## src/sv/esp_pkg.sv

```systemverilog
// Shared types and constants for the entry stream parser/validator.
package esp_pkg;

  localparam int DEST_W = 12;

  // byte_kind codes
  localparam logic [2:0] KIND_TAG     = 3'd0;
  localparam logic [2:0] KIND_NLEN    = 3'd1;
  localparam logic [2:0] KIND_NAME    = 3'd2;
  localparam logic [2:0] KIND_CSIZE   = 3'd3;
  localparam logic [2:0] KIND_CONTENT = 3'd4;
  localparam logic [2:0] KIND_IGNORED = 3'd5;

  typedef logic [2:0] status_t;

  localparam status_t ST_OK       = 3'd0;
  localparam status_t ST_BAD_TAG  = 3'd1;
  localparam status_t ST_VARINT   = 3'd2;
  localparam status_t ST_NAME_LEN = 3'd3;
  localparam status_t ST_SLASH    = 3'd4;
  localparam status_t ST_NUL      = 3'd5;
  localparam status_t ST_DOT      = 3'd6;
  localparam status_t ST_TRUNC    = 3'd7;

  localparam logic [7:0] CH_SLASH = 8'h2f;
  localparam logic [7:0] CH_DOT   = 8'h2e;
  localparam logic [7:0] CH_NUL   = 8'h00;

  localparam logic [7:0] LEB_DATA_MASK = 8'h7f;
  localparam logic [7:0] LEB_CONT_MASK = 8'h80;
  localparam logic [3:0] LEB_MAX_BYTES = 4'd10;

  typedef enum logic [4:0] {
    PH_TAG     = 5'b00001,
    PH_NLEN    = 5'b00010,
    PH_NAME    = 5'b00100,
    PH_CSIZE   = 5'b01000,
    PH_CONTENT = 5'b10000
  } phase_t;

  // per-name component tracking
  typedef struct packed {
    logic       at_start;
    logic [1:0] comp_len;
    logic       all_dots;
    status_t    pending;
  } name_st_t;

  localparam name_st_t NAME_INIT = '{at_start: 1'b1, comp_len: 2'd0,
                                     all_dots: 1'b1, pending: ST_OK};

  typedef struct packed {
    logic [7:0] data_byte;
    logic       last_byte;
  } in_beat_t;

  typedef struct packed {
    logic [2:0] byte_kind;
    logic       entry_is_dir;
    logic       entry_done;
    status_t    status;
    logic       stream_ok;
  } out_beat_t;

endpackage

```

## src/sv/esp_varint.sv

```systemverilog
// LEB128 accumulate step: folds one byte into the running value.
module esp_varint (
  input  logic [63:0] value,
  input  logic [3:0]  count,
  input  logic [7:0]  data_byte,
  output logic [63:0] value_next,
  output logic [3:0]  count_next,
  output logic        complete,
  output logic        too_long
);

  logic [6:0]  shamt;
  logic [63:0] contrib;
  logic [7:0]  payload;

  always_comb begin
    payload    = data_byte & esp_pkg::LEB_DATA_MASK;
    shamt      = 7'(count) * 7'd7;
    contrib    = {56'd0, payload} << shamt;  // bits past 63 fall off
    value_next = value | contrib;
    count_next = count + 4'd1;
    complete   = (data_byte & esp_pkg::LEB_CONT_MASK) == 8'd0;
    too_long   = !complete && (count_next >= esp_pkg::LEB_MAX_BYTES);
  end

endmodule

```

## src/sv/esp_name_step.sv

```systemverilog
// Name byte checker: slash, NUL and dot-component tracking for one byte.
module esp_name_step (
  input  esp_pkg::name_st_t cur,
  input  logic [7:0]        data_byte,
  input  logic              final_byte,
  output esp_pkg::name_st_t nxt
);

  esp_pkg::name_st_t st;

  always_comb begin
    st = cur;
    if (cur.at_start && data_byte == esp_pkg::CH_SLASH) begin
      st.pending = esp_pkg::ST_SLASH;
    end
    st.at_start = 1'b0;
    if (data_byte == esp_pkg::CH_NUL &&
        (st.pending == esp_pkg::ST_OK || st.pending == esp_pkg::ST_DOT)) begin
      st.pending = esp_pkg::ST_NUL;
    end
    if (data_byte == esp_pkg::CH_SLASH) begin
      if (st.all_dots && (st.comp_len == 2'd1 || st.comp_len == 2'd2) &&
          st.pending == esp_pkg::ST_OK) begin
        st.pending = esp_pkg::ST_DOT;
      end
      st.comp_len = 2'd0;
      st.all_dots = 1'b1;
    end else begin
      if (st.comp_len != 2'd3) begin
        st.comp_len = st.comp_len + 2'd1;
      end
      if (data_byte != esp_pkg::CH_DOT) begin
        st.all_dots = 1'b0;
      end
    end
    // end of name closes the open component
    if (final_byte) begin
      if (st.all_dots && (st.comp_len == 2'd1 || st.comp_len == 2'd2) &&
          st.pending == esp_pkg::ST_OK) begin
        st.pending = esp_pkg::ST_DOT;
      end
      st.comp_len = 2'd0;
      st.all_dots = 1'b1;
    end
    nxt = st;
  end

endmodule

```

## src/sv/entry_stream_parser_validator.sv

```systemverilog
// Top level of the archive entry stream parser/validator.
//
// Input channel: one stream byte per beat (data_byte, last_byte) on
//   in_valid / in_stall. Output channel: one result beat per input beat
//   (byte_kind, entry_is_dir, entry_done, status, stream_ok) on
//   out_valid / out_stall.
// Config: cfg_we writes cfg_data into dest_length; write only while idle.
// Pipeline: an input register, then the parse step (tag, LEB128 lengths,
//   name checks, 64-bit byte countdown) feeding a result register.
//   Each beat passes the input register and then the result register;
//   throughput is one byte per cycle while the output is not stalled.
// Stall: when out_stall holds a full result register, the input register
//   stops advancing and in_stall rises; nothing is dropped or repeated.
// Reset (rst, synchronous): both stages empty, parser back to expecting a
//   tag, no error, dest_length cleared. After a beat with last_byte the
//   parser rearms the same way but keeps dest_length.
// Errors are sticky: once status is nonzero every later byte up to the last
//   is reported as ignored.
module entry_stream_parser_validator #(
  parameter int NAME_LIMIT  = 2048,
  parameter int PATH_BUFFER = 4096
) (
  input  logic                        clk,
  input  logic                        rst,
  input  logic                        in_valid,
  output logic                        in_stall,
  input  esp_pkg::in_beat_t           in_data,
  output logic                        out_valid,
  input  logic                        out_stall,
  output esp_pkg::out_beat_t          out_data,
  input  logic                        cfg_we,
  input  logic [esp_pkg::DEST_W-1:0]  cfg_data
);

  // name lengths in the name phase stay below NAME_LIMIT
  localparam int LEN_W  = (NAME_LIMIT > 2) ? $clog2(NAME_LIMIT) : 1;
  localparam int PB_W   = $clog2(PATH_BUFFER + 1);
  localparam int MAX_W0 = (LEN_W > esp_pkg::DEST_W) ? LEN_W : esp_pkg::DEST_W;
  localparam int MAX_W1 = (MAX_W0 > PB_W) ? MAX_W0 : PB_W;
  localparam int SUM_W  = MAX_W1 + 1;

  // input register
  logic              s1_valid;
  esp_pkg::in_beat_t s1_beat;
  logic              s1_go;

  // configuration
  logic [esp_pkg::DEST_W-1:0] dest_length;

  // parser state
  esp_pkg::phase_t   phase, phase_next;
  logic [63:0]       varint_value, varint_value_next;
  logic [3:0]        varint_bytes, varint_bytes_next;
  logic              is_directory, is_directory_next;
  logic              tag_known, tag_known_next;
  logic [63:0]       bytes_left, bytes_left_next;
  esp_pkg::name_st_t name_st, name_st_next;
  esp_pkg::status_t  error_code, error_code_next;

  // step results
  esp_pkg::out_beat_t res;
  esp_pkg::status_t   err_step, err_out;

  logic [63:0]       vi_value;
  logic [3:0]        vi_count;
  logic              vi_complete, vi_too_long;
  logic [63:0]       bl_dec;
  logic              bl_zero;
  esp_pkg::name_st_t ns_out;
  logic [SUM_W-1:0]  path_sum;

  assign s1_go    = s1_valid && (!out_valid || !out_stall);
  assign in_stall = s1_valid && !s1_go;

  always_ff @(posedge clk) begin
    if (rst) begin
      s1_valid <= 1'b0;
    end else if (in_valid && !in_stall) begin
      s1_valid <= 1'b1;
    end else if (s1_go) begin
      s1_valid <= 1'b0;
    end
  end

  always_ff @(posedge clk) begin
    if (in_valid && !in_stall) begin
      s1_beat <= in_data;
    end
  end

  always_ff @(posedge clk) begin
    if (rst) begin
      dest_length <= '0;
    end else if (cfg_we) begin
      dest_length <= cfg_data;
    end
  end

  esp_varint u_varint (
    .value      (varint_value),
    .count      (varint_bytes),
    .data_byte  (s1_beat.data_byte),
    .value_next (vi_value),
    .count_next (vi_count),
    .complete   (vi_complete),
    .too_long   (vi_too_long)
  );

  assign bl_dec  = bytes_left - 64'd1;
  assign bl_zero = (bl_dec == 64'd0);

  esp_name_step u_name (
    .cur        (name_st),
    .data_byte  (s1_beat.data_byte),
    .final_byte (bl_zero),
    .nxt        (ns_out)
  );

  assign path_sum = SUM_W'(dest_length) + SUM_W'(1) + SUM_W'(varint_value[LEN_W-1:0]);

  always_comb begin
    phase_next        = phase;
    varint_value_next = varint_value;
    varint_bytes_next = varint_bytes;
    is_directory_next = is_directory;
    tag_known_next    = tag_known;
    bytes_left_next   = bytes_left;
    name_st_next      = name_st;
    error_code_next   = error_code;

    res.byte_kind    = esp_pkg::KIND_IGNORED;
    res.entry_is_dir = 1'b0;
    res.entry_done   = 1'b0;
    res.stream_ok    = 1'b0;

    if (error_code == esp_pkg::ST_OK) begin
      case (phase)
        esp_pkg::PH_TAG: begin
          res.byte_kind     = esp_pkg::KIND_TAG;
          is_directory_next = (s1_beat.data_byte == 8'd1);
          tag_known_next    = (s1_beat.data_byte <= 8'd1);
          varint_value_next = 64'd0;
          varint_bytes_next = 4'd0;
          phase_next        = esp_pkg::PH_NLEN;
        end
        esp_pkg::PH_NLEN: begin
          res.byte_kind     = esp_pkg::KIND_NLEN;
          varint_value_next = vi_value;
          varint_bytes_next = vi_count;
          if (vi_too_long) begin
            error_code_next = esp_pkg::ST_VARINT;
          end else if (vi_complete) begin
            if (vi_value == 64'd0 || vi_value >= 64'(NAME_LIMIT)) begin
              error_code_next = esp_pkg::ST_NAME_LEN;
            end else begin
              bytes_left_next = vi_value;
              name_st_next    = esp_pkg::NAME_INIT;
              phase_next      = esp_pkg::PH_NAME;
            end
          end
        end
        esp_pkg::PH_NAME: begin
          res.byte_kind   = esp_pkg::KIND_NAME;
          name_st_next    = ns_out;
          bytes_left_next = bl_dec;
          if (bl_zero) begin
            // verdict order: name problems, path fit, then tag
            if (ns_out.pending != esp_pkg::ST_OK) begin
              error_code_next = ns_out.pending;
            end else if (path_sum >= SUM_W'(PATH_BUFFER)) begin
              error_code_next = esp_pkg::ST_NAME_LEN;
            end else if (!tag_known) begin
              error_code_next = esp_pkg::ST_BAD_TAG;
            end else if (is_directory) begin
              res.entry_done = 1'b1;
              phase_next     = esp_pkg::PH_TAG;
            end else begin
              varint_value_next = 64'd0;
              varint_bytes_next = 4'd0;
              phase_next        = esp_pkg::PH_CSIZE;
            end
          end
        end
        esp_pkg::PH_CSIZE: begin
          res.byte_kind     = esp_pkg::KIND_CSIZE;
          varint_value_next = vi_value;
          varint_bytes_next = vi_count;
          if (vi_too_long) begin
            error_code_next = esp_pkg::ST_VARINT;
          end else if (vi_complete) begin
            if (vi_value == 64'd0) begin
              res.entry_done = 1'b1;
              phase_next     = esp_pkg::PH_TAG;
            end else begin
              bytes_left_next = vi_value;
              phase_next      = esp_pkg::PH_CONTENT;
            end
          end
        end
        esp_pkg::PH_CONTENT: begin
          res.byte_kind   = esp_pkg::KIND_CONTENT;
          bytes_left_next = bl_dec;
          if (bl_zero) begin
            res.entry_done = 1'b1;
            phase_next     = esp_pkg::PH_TAG;
          end
        end
        default: begin
          phase_next = esp_pkg::PH_TAG;
        end
      endcase
      res.entry_is_dir = is_directory_next;
    end

    err_step = error_code_next;
    err_out  = err_step;
    if (s1_beat.last_byte) begin
      if (err_step == esp_pkg::ST_OK && phase_next != esp_pkg::PH_TAG) begin
        err_out = esp_pkg::ST_TRUNC;
      end
      res.stream_ok = (err_out == esp_pkg::ST_OK);
      // rearm for the next stream
      phase_next        = esp_pkg::PH_TAG;
      varint_value_next = 64'd0;
      varint_bytes_next = 4'd0;
      is_directory_next = 1'b0;
      tag_known_next    = 1'b0;
      bytes_left_next   = 64'd0;
      name_st_next      = esp_pkg::NAME_INIT;
      error_code_next   = esp_pkg::ST_OK;
    end
    res.status = err_out;
  end

  always_ff @(posedge clk) begin
    if (rst) begin
      phase        <= esp_pkg::PH_TAG;
      varint_value <= 64'd0;
      varint_bytes <= 4'd0;
      is_directory <= 1'b0;
      tag_known    <= 1'b0;
      bytes_left   <= 64'd0;
      name_st      <= esp_pkg::NAME_INIT;
      error_code   <= esp_pkg::ST_OK;
    end else if (s1_go) begin
      phase        <= phase_next;
      varint_value <= varint_value_next;
      varint_bytes <= varint_bytes_next;
      is_directory <= is_directory_next;
      tag_known    <= tag_known_next;
      bytes_left   <= bytes_left_next;
      name_st      <= name_st_next;
      error_code   <= error_code_next;
    end
  end

  // result register
  always_ff @(posedge clk) begin
    if (rst) begin
      out_valid <= 1'b0;
    end else if (s1_go) begin
      out_valid <= 1'b1;
    end else if (!out_stall) begin
      out_valid <= 1'b0;
    end
  end

  always_ff @(posedge clk) begin
    if (s1_go) begin
      out_data <= res;
    end
  end

  // a clean stream end never carries an error code
  a_ok_means_clean: assert property (@(posedge clk) disable iff (rst)
    out_valid && out_data.stream_ok |-> out_data.status == esp_pkg::ST_OK)
    else $error("stream_ok with nonzero status");

  // a completed entry is never an ignored byte nor an errored one
  a_done_clean: assert property (@(posedge clk) disable iff (rst)
    out_valid && out_data.entry_done |->
      out_data.status == esp_pkg::ST_OK && out_data.byte_kind != esp_pkg::KIND_IGNORED)
    else $error("entry_done on errored byte");

  // ignored bytes only occur under a sticky error
  a_ignored_err: assert property (@(posedge clk) disable iff (rst)
    out_valid && out_data.byte_kind == esp_pkg::KIND_IGNORED |->
      out_data.status != esp_pkg::ST_OK)
    else $error("ignored byte without error");

  // a processed byte always lands in the result register
  a_go_fills: assert property (@(posedge clk) disable iff (rst)
    s1_go |=> out_valid)
    else $error("processed byte lost");

endmodule
```

## config.mk

```make
export PLATFORM = sky130hd
export DESIGN_NAME = entry_stream_parser_validator
export DESIGN_NICKNAME = d
export VERILOG_FILES = /design/src/sv/esp_pkg.sv /design/src/sv/esp_varint.sv /design/src/sv/esp_name_step.sv /design/src/sv/entry_stream_parser_validator.sv
export SDC_FILE = /design/constraint.sdc
export NUM_CORES = 1
export LEC_CHECK = 0
export BUFFER_PORTS_ARGS = -buffer_cell sky130_fd_sc_hd__buf_2
export CAP_MARGIN = 20
export CORE_ASPECT_RATIO = 1.25
export CORE_UTILIZATION = 30
export DETAILED_ROUTE_END_ITERATION = 10
export HOLD_SLACK_MARGIN = 0.05
export PLACE_DENSITY_LB_ADDON = 0.25
export SYNTH_ARGS = -nofsm -noshare
export SYNTH_HDL_FRONTEND = slang
export SYNTH_SLANG_ARGS = --single-unit
export TNS_END_PERCENT = 10
```

## constraint.sdc

```tcl
create_clock -name clk -period 4.75 [get_ports clk]
set_input_delay 0.2375 -clock clk [delete_from_list [all_inputs] [get_ports clk]]
set_output_delay 0.2375 -clock clk [all_outputs]
set_load 0.005 [all_outputs]
```

==> summary by stage <==
STA
Between clock sinks in the finished design, the worst skew comes to 0.0106 ns. For this run, the top clock speed supported by timing is 231 MHz. In the finished design, the share of the clock period the worst path needs comes to 91.2%. The worst relative slew slack is 27.7%. The transition time at the pin with the least slew margin is 1.08 ns. The number of max-slew violations in the final report is 0.

The count of final hold-check violations came to 0. The final critical path time including I/O delays and setup is 4.33 ns. The number of setup violations in the final report is 0. Setup repair after global routing left no endpoint under its margin. The sum of negative setup slack is 0 ns.

Yosys
The number of unique standard cell types used by synthesis is 85. The proportion of synthesized flip-flops having asynchronous set or reset is 0%. After synthesis the netlist holds a flip-flop and latch count of 181. The cell area after synthesis is 10700 µm². The biggest area contributor in the post-synthesis netlist is sky130_fd_sc_hd__dfxtp_1. The sequential share of the synthesized area is 35.6%.

The synthesized netlist cell count is 1339. The area share of the leading cell type in the synthesized netlist is 30.5%. Counting every net in the synthesized netlist gives 1382. In the post-synthesis netlist, the biggest area contributors are sky130_fd_sc_hd__dfxtp_1, sky130_fd_sc_hd__a21oi_1, sky130_fd_sc_hd__nor2_1. The average instance area after synthesis is 7.98 µm². The count of synthesis-stage warnings from yosys is 0. The number of enable flip-flop cells after synthesis is 18. Among all flip-flop cells after synthesis, the most frequent one is sky130_fd_sc_hd__dfxtp_1.

Routing
The highest metal layer with signal wires is met4. In the routed design, unresolved DRC markers number 0. The average wire per cell in the routed design is 20.5 µm.

The number of nets with antenna violations after detailed routing is 0. Detailed routing inserted a total of 10800 vias. The detailed router put a total of 17.0 mm of wire on met1.

The met3 wirelength from detailed routing is 1.74 mm. The detailed route wirelength on metal2 is 18.0 mm. The starting DRC count in detailed routing is 811. Dividing the detail-routed via count by the number of cells gives 5.85. The detailed-router iteration count before antenna repair is 6. Wires add up to 37.8 mm.

Cells and area
The share of post-route cells with drive strength above 1 is 13.1%. For this run, the post-layout net count is 1410. The library cell used most frequently in the layout, excluding fill and tap cells, is sky130_fd_sc_hd__dfxtp_1. The number of antenna diodes is 0. After filler insertion, the fill cell instance count of the layout stands at 3725. The top cell types in the final layout, fill and taps aside, are sky130_fd_sc_hd__dfxtp_1, sky130_fd_sc_hd__nor2_1, sky130_fd_sc_hd__a21oi_1. Once layout is complete, the cells apart from fillers number 1847. The relative area change from synthesis to final layout is 15.7%.

GRT
Entering global routing, the biggest net connects 61 pins. The initial antenna violation count was 0. The number of global-route vias before repair came to 10100. The first global-routing pass estimated 59.3 mm of wire. The global route total overflow is 0.

The aggregate global-route resource usage is 21.3%.

Placed design
The placed wire-length estimate is 26.9 mm. The final estimated routing congestion in global placement is 0.908. The number of placed instances, taps included, is 1791. Input and output buffers added on the ports amount to 36.

Critical path
The critical path endpoint category is a register. In this design, the stage delay of the slowest critical-path cell is 0.50 ns. The worst path arrival time is 4.53 ns.

The endpoint required time on the critical path is 4.95 ns. The largest delay contributor family on the critical path is simple AND/OR/NAND/NOR gates. The critical path goes through inv_1 -> ha_1 -> or3b_2 -> or4_1 -> buf_4 -> nor4_1 -> xnor2_1 -> nand3_1 -> nor4_1 -> nand4_1 -> buf_4 -> o211a_1 -> a211oi_1 -> nand4b_1 -> nand2_1. In this run the worst path has a maximum fanout of 15. STA classifies the critical path startpoint as a register. The critical path in this run is classified as reg2reg. The slowest library cell on the worst path is sky130_fd_sc_hd__or3b_2. The number of buffer and inverter instances along the worst setup path is 3.

Min path
The worst min-delay path class is in2reg.

Floorplanning
In this run the core area contains 76 standard-cell rows. The die covers 36400 µm². In this run the horizontal extent of the chip is 171 µm. Pin placement for this block handled 37 I/O pins.

The die is 213 µm tall. The initial cell density of the core is 30.7%. In this run the standard cell core region covers 34800 µm².

Clocking
The maximum root-to-sink buffer count is 2. Counting every sink on the clock net gives 181. After clock tree synthesis, the clock-pin slew on the worst setup and hold paths is 0.07 ns. The maximum level of the CTS H-tree is 4. The clock tree root driver cell is sky130_fd_sc_hd__clkbuf_16. The later pin in the worst-skew pair is clocked with a latency of 0.46 ns. TritonCTS built the clock tree. The TritonCTS buffer count is 17.

Power
Summing internal, switching and leakage power gives 0.00358 W. The peak ir drop on the vdd network is 275 µV. The analysis attributes to cell leakage a power of 4.76 nW. In this run the power density over the cells is 289 nW/µm².

Run status
The run finished with clean final reports.

Run
Across the run, the number of max-cap violations was 0.
==> state kept, by name (all words and copies together), names as in the netlist, 3 cells and up <==
name / cells
dest_length: 12
bytes_left: 64
varint_value: 64
varint_bytes: 4
s1_beat: 9
error_code: 3
phase: 5
name_st: 7
out_data: 9
==> where the power goes <==
| part | switching [W] | internal, W | total [W] |
|---|---|---|---|
| Sequential | 0.0000308 | 0.00157 | 0.00160 |
| Combinational | 0.000314 | 0.000189 | 0.000503 |
| Clock | 0.000629 | 0.000846 | 0.00148 |
| Total | 0.000974 | 0.00260 | 0.00358 |
==> tightest hold or removal path, delay by kind of cell <==
kind,cells,cell delay [ns]
buffers and inverters,1,0.22
multiplexers,1,0.16
AND/OR/NAND/NOR,1,0.07
==> cell type report <==
class | count | area [µm²] | share of cell area [%]
multi-input combinational | 1019 | 6340 | 51.3
sequential | 181 | 3800 | 30.8
timing repair buffer | 128 | 953 | 7.71
tap | 468 | 586 | 4.74
clock buffer | 25 | 507 | 4.10
clock inverter | 6 | 91.3 | 0.739
inverter | 20 | 75.1 | 0.607
==> through the flow <==
stage / hold slack, ns / util (%) / setup WS [ns] / instance area, µm²
global route: 0.275 / 35.5 / 0.169 / 12400
global placement: 0.415 / 33.1 / 0.436 / 11500
CTS: 0.249 / 35.5 / 0.286 / 12300
floorplan: 0.336 / - / 0.899 / 10700
finish: 0.256 / 35.5 / 0.417 / 12400
detailed placement: 0.416 / 33.1 / 0.305 / 11500
==> timing repair <==
action,in CTS,in global routing
hold endpoints to repair,23,0
hold buffers,23,0
endpoints found under the setup margin,0,1
gates resized for setup,0,0
buffers inserted,0,2
==> worst paths after layout <==
check / from / to / slack (ns) / cells after the start
setup / recovery: bytes_left[0] / out_data[2] / 0.42 / 15
hold / removal: cfg_we / dest_length[3] / 0.26 / 3
setup reg to reg: bytes_left[0] / out_data[2] / 0.42 / 15
hold reg to reg: varint_value[46] / varint_value[46] / 0.46 / 1
==> cells in the mapped netlist (all sizes together), types with 7 or more instances <==
cell	n
nor2	149
o31ai	14
a211oi	17
nor4b	11
ha	17
xnor2	27
edfxtp	18
nand2	71
mux2i	13
or2	9
o2111ai	8
nor3	60
xor2	13
nand3b	23
or3	18
a31oi	72
nor2b	8
and2	9
dfxtp	163
clkbuf	85
nand4	30
inv	20
o2bb2ai	21
a21oi	137
or4	19
nor4	40
a21o	7
buf	34
nand3	39
and3	11
a2111oi	15
o21ai	69
==> logic make-up (layout without fill, tap and decap cells) <==
logic type	after synthesis	in the layout	synth area share, %
fa+ha+maj	17	17	1.99
mux	17	17	1.64
xor+xnor	40	40	3.28
buf+inv	139	179	5.50
simple gates	524	524	26.6
compound gates	421	421	25.4
flops	181	181	35.6
==> layer usage <==
layer  vias up  GRT usage (%)
met5         -              0
met4         0           8.44
met3        74           3.13
met2       326           35.0
met1      5304           27.8
li1       5098              -
No activity file was read; power rests on OpenSTA's default activity.
